$ cat config.mk
export PLATFORM = sky130hd
export DESIGN_NAME = aes_ctr_keyexp
export DESIGN_NICKNAME = d
export VERILOG_FILES = /design/src/rtl/aes_ctr_pkg.sv /design/src/rtl/aes_ctr_keyexp.sv
export SDC_FILE = /design/constraint.sdc
export NUM_CORES = 2
export LEC_CHECK = 0
export BUFFER_PORTS_ARGS = -buffer_cell sky130_fd_sc_hd__buf_4
export CAP_MARGIN = 20
export CORE_MARGIN = 2
export CORE_UTILIZATION = 45
export CTS_CLUSTER_DIAMETER = 100
export DETAILED_ROUTE_END_ITERATION = 12
export GPL_ROUTABILITY_DRIVEN = 0
export SLEW_MARGIN = 15
export SYNTH_ARGS = -nofsm -noshare
export SYNTH_HDL_FRONTEND = slang
export SYNTH_SLANG_ARGS = --single-unit
export TNS_END_PERCENT = 100
$ cat constraint.sdc
create_clock -name clk -period 44.1 [get_ports clk]
set_input_delay 6.615 -clock clk [delete_from_list [all_inputs] [get_ports clk]]
set_output_delay 6.615 -clock clk [all_outputs]
set_load 0.02 [all_outputs]
$ cat src/rtl/aes_ctr_pkg.sv
package aes_ctr_pkg;

  localparam logic [1:0] REQ_DATA     = 2'd0;
  localparam logic [1:0] REQ_LOAD_HI  = 2'd1;
  localparam logic [1:0] REQ_LOAD_LO  = 2'd2;
  localparam logic [1:0] REQ_READ     = 2'd3;

  localparam logic REG_KEY_HIGH = 1'b0;
  localparam logic REG_KEY_LOW  = 1'b1;

  localparam logic [7:0] GF_POLY = 8'h1b;

  localparam logic [7:0] SBOX [256] = '{
    8'h63,8'h7c,8'h77,8'h7b,8'hf2,8'h6b,8'h6f,8'hc5,8'h30,8'h01,8'h67,8'h2b,8'hfe,8'hd7,8'hab,8'h76,
    8'hca,8'h82,8'hc9,8'h7d,8'hfa,8'h59,8'h47,8'hf0,8'had,8'hd4,8'ha2,8'haf,8'h9c,8'ha4,8'h72,8'hc0,
    8'hb7,8'hfd,8'h93,8'h26,8'h36,8'h3f,8'hf7,8'hcc,8'h34,8'ha5,8'he5,8'hf1,8'h71,8'hd8,8'h31,8'h15,
    8'h04,8'hc7,8'h23,8'hc3,8'h18,8'h96,8'h05,8'h9a,8'h07,8'h12,8'h80,8'he2,8'heb,8'h27,8'hb2,8'h75,
    8'h09,8'h83,8'h2c,8'h1a,8'h1b,8'h6e,8'h5a,8'ha0,8'h52,8'h3b,8'hd6,8'hb3,8'h29,8'he3,8'h2f,8'h84,
    8'h53,8'hd1,8'h00,8'hed,8'h20,8'hfc,8'hb1,8'h5b,8'h6a,8'hcb,8'hbe,8'h39,8'h4a,8'h4c,8'h58,8'hcf,
    8'hd0,8'hef,8'haa,8'hfb,8'h43,8'h4d,8'h33,8'h85,8'h45,8'hf9,8'h02,8'h7f,8'h50,8'h3c,8'h9f,8'ha8,
    8'h51,8'ha3,8'h40,8'h8f,8'h92,8'h9d,8'h38,8'hf5,8'hbc,8'hb6,8'hda,8'h21,8'h10,8'hff,8'hf3,8'hd2,
    8'hcd,8'h0c,8'h13,8'hec,8'h5f,8'h97,8'h44,8'h17,8'hc4,8'ha7,8'h7e,8'h3d,8'h64,8'h5d,8'h19,8'h73,
    8'h60,8'h81,8'h4f,8'hdc,8'h22,8'h2a,8'h90,8'h88,8'h46,8'hee,8'hb8,8'h14,8'hde,8'h5e,8'h0b,8'hdb,
    8'he0,8'h32,8'h3a,8'h0a,8'h49,8'h06,8'h24,8'h5c,8'hc2,8'hd3,8'hac,8'h62,8'h91,8'h95,8'he4,8'h79,
    8'he7,8'hc8,8'h37,8'h6d,8'h8d,8'hd5,8'h4e,8'ha9,8'h6c,8'h56,8'hf4,8'hea,8'h65,8'h7a,8'hae,8'h08,
    8'hba,8'h78,8'h25,8'h2e,8'h1c,8'ha6,8'hb4,8'hc6,8'he8,8'hdd,8'h74,8'h1f,8'h4b,8'hbd,8'h8b,8'h8a,
    8'h70,8'h3e,8'hb5,8'h66,8'h48,8'h03,8'hf6,8'h0e,8'h61,8'h35,8'h57,8'hb9,8'h86,8'hc1,8'h1d,8'h9e,
    8'he1,8'hf8,8'h98,8'h11,8'h69,8'hd9,8'h8e,8'h94,8'h9b,8'h1e,8'h87,8'he9,8'hce,8'h55,8'h28,8'hdf,
    8'h8c,8'ha1,8'h89,8'h0d,8'hbf,8'he6,8'h42,8'h68,8'h41,8'h99,8'h2d,8'h0f,8'hb0,8'h54,8'hbb,8'h16
  };

  localparam logic [7:0] RCON [11] = '{
    8'h8d,8'h01,8'h02,8'h04,8'h08,8'h10,8'h20,8'h40,8'h80,8'h1b,8'h36
  };

  typedef logic [127:0] block_t;

  typedef struct packed {
    logic start;
    logic busy;
    logic done;
  } core_ctl_t;

  function automatic logic [7:0] xtime(input logic [7:0] a);
    xtime = {a[6:0], 1'b0} ^ (a[7] ? GF_POLY : 8'h00);
  endfunction

  function automatic logic [31:0] sub_word(input logic [31:0] w);
    sub_word = {SBOX[w[31:24]], SBOX[w[23:16]], SBOX[w[15:8]], SBOX[w[7:0]]};
  endfunction

endpackage

$ cat src/rtl/aes_ctr_keyexp.sv
module aes_ctr_keyexp
  import aes_ctr_pkg::*;
(
  input  logic         clk,
  input  logic         rst,
  input  logic [127:0] key,
  input  logic         rebuild,
  input  logic [3:0]   rd_round,
  output logic [127:0] rd_key,
  output logic         busy
);

  logic [127:0] keys [11];
  logic [127:0] cur;
  logic [3:0]   idx;
  logic         run;
  logic [31:0]  t;
  logic [31:0]  w0, w1, w2, w3;

  assign t  = sub_word({cur[23:0], cur[31:24]}) ^ {RCON[idx], 24'h0};
  assign w0 = cur[127:96] ^ t;
  assign w1 = cur[95:64] ^ w0;
  assign w2 = cur[63:32] ^ w1;
  assign w3 = cur[31:0] ^ w2;

  always_ff @(posedge clk) begin
    if (rst) begin
      run <= 1'b1;
      idx <= 4'd1;
      cur <= '0;
    end else if (rebuild) begin
      run <= 1'b1;
      idx <= 4'd1;
      cur <= key;
    end else if (run) begin
      cur <= {w0, w1, w2, w3};
      if (idx == 4'd10) run <= 1'b0;
      else idx <= idx + 4'd1;
    end
  end

  always_ff @(posedge clk) begin
    if (rst) keys[0] <= '0;
    else if (rebuild) keys[0] <= key;
    else if (run) keys[idx] <= {w0, w1, w2, w3};
  end

  assign rd_key = keys[rd_round];
  assign busy   = run | rebuild;

endmodule

### Yosys cells after proc, flatten, opt, wreduce, memory -nomap -nowiden

Memory sizes are Yosys's and may differ from the RTL's.
Cells that the tools add are included.

* flip-flop bits (word level): 133
* memory bits (writable): 1408
* memory bits (read-only): 8320
* input bits: 135
* word-level logic and storage cells: 60
* memories kept: 6

Memories
* (name not given): words 256, width 8, read ports 1, clocked after memory_dff 0, wr ports 0, line aes_ctr_pkg.sv:49 `sub_word = {SBOX[w[31:24]], SBOX[w[23:16]], SBOX[w[15:8]], SBOX[w[7:0]]};`
* (name not given): words 256, width 8, read ports 1, clocked after memory_dff 0, wr ports 0, line aes_ctr_pkg.sv:49
* (name not given): words 256, width 8, read ports 1, clocked after memory_dff 0, wr ports 0, line aes_ctr_pkg.sv:49
* (name not given): words 256, width 8, read ports 1, clocked after memory_dff 0, wr ports 0, line aes_ctr_pkg.sv:49
* keys: words 11, width 128, read ports 1, clocked after memory_dff 0, wr ports 1, line aes_ctr_keyexp.sv:13 `logic [127:0] keys [11];`
* (name not given): words 16, width 8, read ports 1, clocked after memory_dff 0, wr ports 0, line aes_ctr_keyexp.sv:20 `assign t = sub_word({cur[23:0], cur[31:24]}) ^ {RCON[idx], 24'h0};`

* add/subtract/negate cells: 1
* order comparisons: 5
* equal/unequal tests: 1
* multiplexer cells: 27
* bitwise operators: 13
* reductions and logical operators: 4

Operator list (number)
* $mux 128: 4
* $xor 32x32->32: 5
* $reduce_or 128->1: 1
* $mux 8: 10
* $ge 9x9->1 const B: 4
* $not 8->9: 4
* $mux 1: 12
* $ge 5x5->1 const B: 1
* $not 4->5: 1
* $add 4x1->4 const B: 1
* $eq 4x4->1 const B: 1
* $mux 4: 1
* $or 1x1->1: 2
* $reduce_and 2->1: 1
* $reduce_bool 2->1: 1
* $reduce_or 2->1: 1
* $not 1->1: 1

### Longest topological paths before layout

* depth after elaboration: 11
* depth in mapped cells: 15
* gate-level depth less buffers: 11

### Least setup slack after synthesis

OpenSTA, ideal clock, no wires.

* path type: input-to-reg
* from: input rebuild
* to: memory keys[8][0] (enable)
* library setup time: 929 ps
* arrival: 19667 ps
* path slack: 23504 ps
* cell stages on the path: 7
* buffers on the path: 2
* path through: clkbuf_1 > inv_1 > nand2_1 > nor2_1 > clkbuf_1 > nand2_1 > nor4_1

* word-level cells in the longest chain between the ends: 5

RTL lines
* start: declaration: line aes_ctr_keyexp.sv:7 `input logic rebuild,`
* $mux 1: line aes_ctr_keyexp.sv:44 `else if (rebuild) keys[0] <= key;`
* $mux 1: line aes_ctr_keyexp.sv:43 `if (rst) keys[0] <= '0;`
* $mux 1 (on tied branches): line aes_ctr_keyexp.sv:45, aes_ctr_keyexp.sv:44
* $reduce_or 128->1 (no line) / $or 1x1->1 (equally long branches)
* $mux 4 (no line) / $mux 1 (equally long branches)
* end: declaration: line aes_ctr_keyexp.sv:13

Several ways; a longest one is shown, not always the timed one.

### Final worst setup path

* from: input rd_round[0]
* to: output rd_key[94]

* word-level cells in the longest chain between the ends: 1

RTL lines
* start: declaration: line aes_ctr_keyexp.sv:8 `input logic [3:0] rd_round,`
* $mem_v2 11x128
* end: declaration: line aes_ctr_keyexp.sv:9 `output logic [127:0] rd_key,`

Every way passes these cells.

==> flow_summary.json <==
{
  "pwr-share-seq_pct": 33.5,
  "dr.pass1.iters": 7,
  "area_growth_pct": 12.0,
  "power.internal_mw": 3.60,
  "drtIter0Drc": 7837,
  "synthTopCellsByCount": "edfxtp_1, mux4_2, nand2_1",
  "cp-endpoint": "rd_key[94]",
  "crit_type": "in2out",
  "use_met1_pct": 38.0,
  "reg2regPathDepth": 12,
  "synth_cells": 5556,
  "startpoint": "rd_round[0]",
  "grtUsageMet3_pct": 4.81,
  "required_ps": 37490,
  "gr-usage-all-layers_pct": 28.1,
  "grt_max_degree": 119,
  "cts_setup_buffers": 0,
  "clk_pin_slew_worst_paths_ps": 70,
  "gr-usage-met2_pct": 44.1,
  "startpoint_type": "input pin",
  "rsz0062_at_grt": "no",
  "start_util_pct": 45.2,
  "dp_hpwl_mm": 157,
  "ctsResizeCount": 0,
  "place_area_um2": 81700,
  "fillers": 14336,
  "worst_slew_pin_slew_ps": 1240,
  "port_buffers": 263,
  "synth_top_flop_cell": "edfxtp_1",
  "yosysWarnings": 0,
  "clock_sinks": 1541,
  "routedWlPerCell_um": 30.9,
  "outcome": "finished, final reports clean",
  "grt_overflow": 0,
  "ff2ff_setup_slack_ps": 38130,
  "slew_headroom_pct": 17.2,
  "cts_buffer_depth": 3,
  "p_sw_share_pct": 40.8,
  "synth_area_leaders": "edfxtp_1, mux4_2, dfxtp_1, mux2_2, o21ai_0",
  "cts_tree": "built",
  "finalInstanceArea_um2": 86800,
  "synth_edf_count": 1408,
  "h-tree-depth": 4,
  "routed-via-count": 52817,
  "finalSetupViolations": 0,
  "cp_max_fo": 66,
  "hold_class": "reg2reg",
  "synth_nets": 5755,
  "r2r_end": "keys[0][58]$_DFFE_PP_",
  "grt_pass1_vias": 50251,
  "arrival_ps": 11080,
  "ant_nets": 0,
  "rows": 152,
  "maxCapViolCount": 0,
  "p_leak_nw": 29.1,
  "die_height_um": 419,
  "die_w_um": 419,
  "drcViolationCount": 0,
  "fin_crit_sh_pct": 40.1,
  "cp-end-kind": "output pin",
  "hold_viol": 0,
  "clk_latency_ps": 840,
  "yosys.area.top_type": "edfxtp_1",
  "antenna_found_initial": 38,
  "synth_area_um2": 77500,
  "synth.most_common_cell": "edfxtp_1",
  "p_per_area_nw_per_um2": 70.1,
  "ys_seq_area_share_pct": 58.0,
  "pwr-share-clk_pct": 21.2,
  "core_um2": 171000,
  "ys_ff_latch": 1541,
  "yosysUniqueCellTypes": 111,
  "synth_top_area_share_pct": 54.6,
  "syn_area_per_cell_um2": 13.9,
  "min_period_ps": 17700,
  "holdBufCountCts": 0,
  "postSynth.asyncResetShare_pct": 0,
  "ir_drop_uv": 35.0,
  "ioPinCount": 264,
  "wl_mm": 251,
  "tns_ps": 0,
  "p_sw_mw": 2.48,
  "cts-buffers-inserted": 153,
  "r2r_start": "cur[16]$_SDFFE_PP0P_",
  "drv_slew": 0,
  "drive_gt1_share_pct": 23.2,
  "nets": 5850,
  "comb_power_share_pct": 45.3,
  "fin_skew_ps": 69.4,
  "top_usage_layer": "met2",
  "die_area_um2": 176000,
  "grt_pass1_wl_mm": 359,
  "clock.fmax_ghz": 0.0565,
  "root_buffer": "clkbuf_16",
  "via_per_inst": 6.51
}
-- worst min path at each step --
stage / from / end / depth (start not counted)
final: cur[123]$_SDFFE_PP0P_ / cur[123]$_SDFFE_PP0P_ / 1
after global routing: cur[123]$_SDFFE_PP0P_ / cur[123]$_SDFFE_PP0P_ / 1
after CTS: cur[123]$_SDFFE_PP0P_ / cur[123]$_SDFFE_PP0P_ / 1
after detailed placement: cur[123]$_SDFFE_PP0P_ / cur[123]$_SDFFE_PP0P_ / 1
after global placement: cur[123]$_SDFFE_PP0P_ / cur[123]$_SDFFE_PP0P_ / 1
after floorplan: cur[123]$_SDFFE_PP0P_ / cur[123]$_SDFFE_PP0P_ / 1
-- cells by family (layout without fill, tap and decap cells) --
logic type	after synthesis	count (layout)	share of synthesized area [%]
adder cells (fa/ha/maj)	67	67	1.07
other	0	29	0
flip-flops	1541	1541	58.0
AO/OA/AOI/OAI	1194	1194	10.9
AND/OR/NAND/NOR	1333	1333	8.78
buffers and inverters	572	794	3.20
XOR/XNOR	213	213	2.80
multiplexers	636	636	15.3
-- metrics by stage --
stage / hold slack [ps] / std cells / total power [mW] / utilization (%) / setup slack, ps
2_1_floorplan: 447 / 5556 / 3.81 / - / 23500
3_3_place_gp: 487 / 7795 / 4.70 / 47.6 / 26080
3_5_place_dp: 485 / 7800 / 4.73 / 47.7 / 26060
4_1_cts: 502 / 8082 / 6.02 / 50.6 / 26060
5_1_grt: 518 / 8115 / 6.31 / 50.6 / 26020
6_report: 495 / 8117 / 6.08 / 50.6 / 26400
-- critical path: stages --
cell and delay [ps]:
buf_8 430, buf_4 910, buf_4 510, buf_16 320
buf_4 670, mux4_2 610, mux4_2 520, buf_4 180
-- final cells by class --
type | count | area [um2] | share of cell area, %
antenna | 29 | 72.6 | 0.0836
clock buffer | 178 | 3940 | 4.54
clock inverter | 104 | 998 | 1.15
inverter | 79 | 299 | 0.345
multi-input combinational | 3443 | 30200 | 34.8
sequential | 1541 | 45000 | 51.8
tap | 2310 | 2890 | 3.33
timing repair buffer | 433 | 3400 | 3.92
-- registers in the layout, summed over array words and instances, names as in the netlist --
| register | flops |
|---|---|
| keys | 1408 |
| run | 1 |
| cur | 128 |
| idx | 4 |
-- cells in the final DEF (no fill, tap or decap), types with 62 or more instances in the layout --
master / instances
a21oi_1: 185
mux2_2: 144
ha_1: 64
nor2_1: 255
buf_4: 415
nand2b_1: 104
mux2i_1: 67
clkbuf_16: 154
dfxtp_1: 119
inv_1: 62
o21ai_0: 258
a211oi_1: 74
edfxtp_1: 1408
xnor2_1: 125
nor2b_1: 92
nand2_1: 323
mux4_2: 424
nand3_1: 117
xor2_1: 63
nor3_1: 121
-- power by group through the flow --
| stage | combinational (mW) | sequential, mW | clock, mW |
|---|---|---|---|
| 5_1_grt | 2.89 | 2.05 | 1.36 |
| 2_1_floorplan | 1.81 | 2.01 | 0 |
| 6_report | 2.76 | 2.04 | 1.29 |
| 3_3_place_gp | 2.64 | 2.06 | 0 |
| 3_5_place_dp | 2.66 | 2.07 | 0 |
| 4_1_cts | 2.67 | 2.04 | 1.31 |
-- layer usage --
metal | vias to the layer above | routed length [um]
met3 | 594 | 21700
met1 | 26816 | 98700
li1 | 22339 | -
met2 | 3062 | 116000
met4 | 6 | 14000
met5 | - | 43
Power figures use the tool's default switching activity.
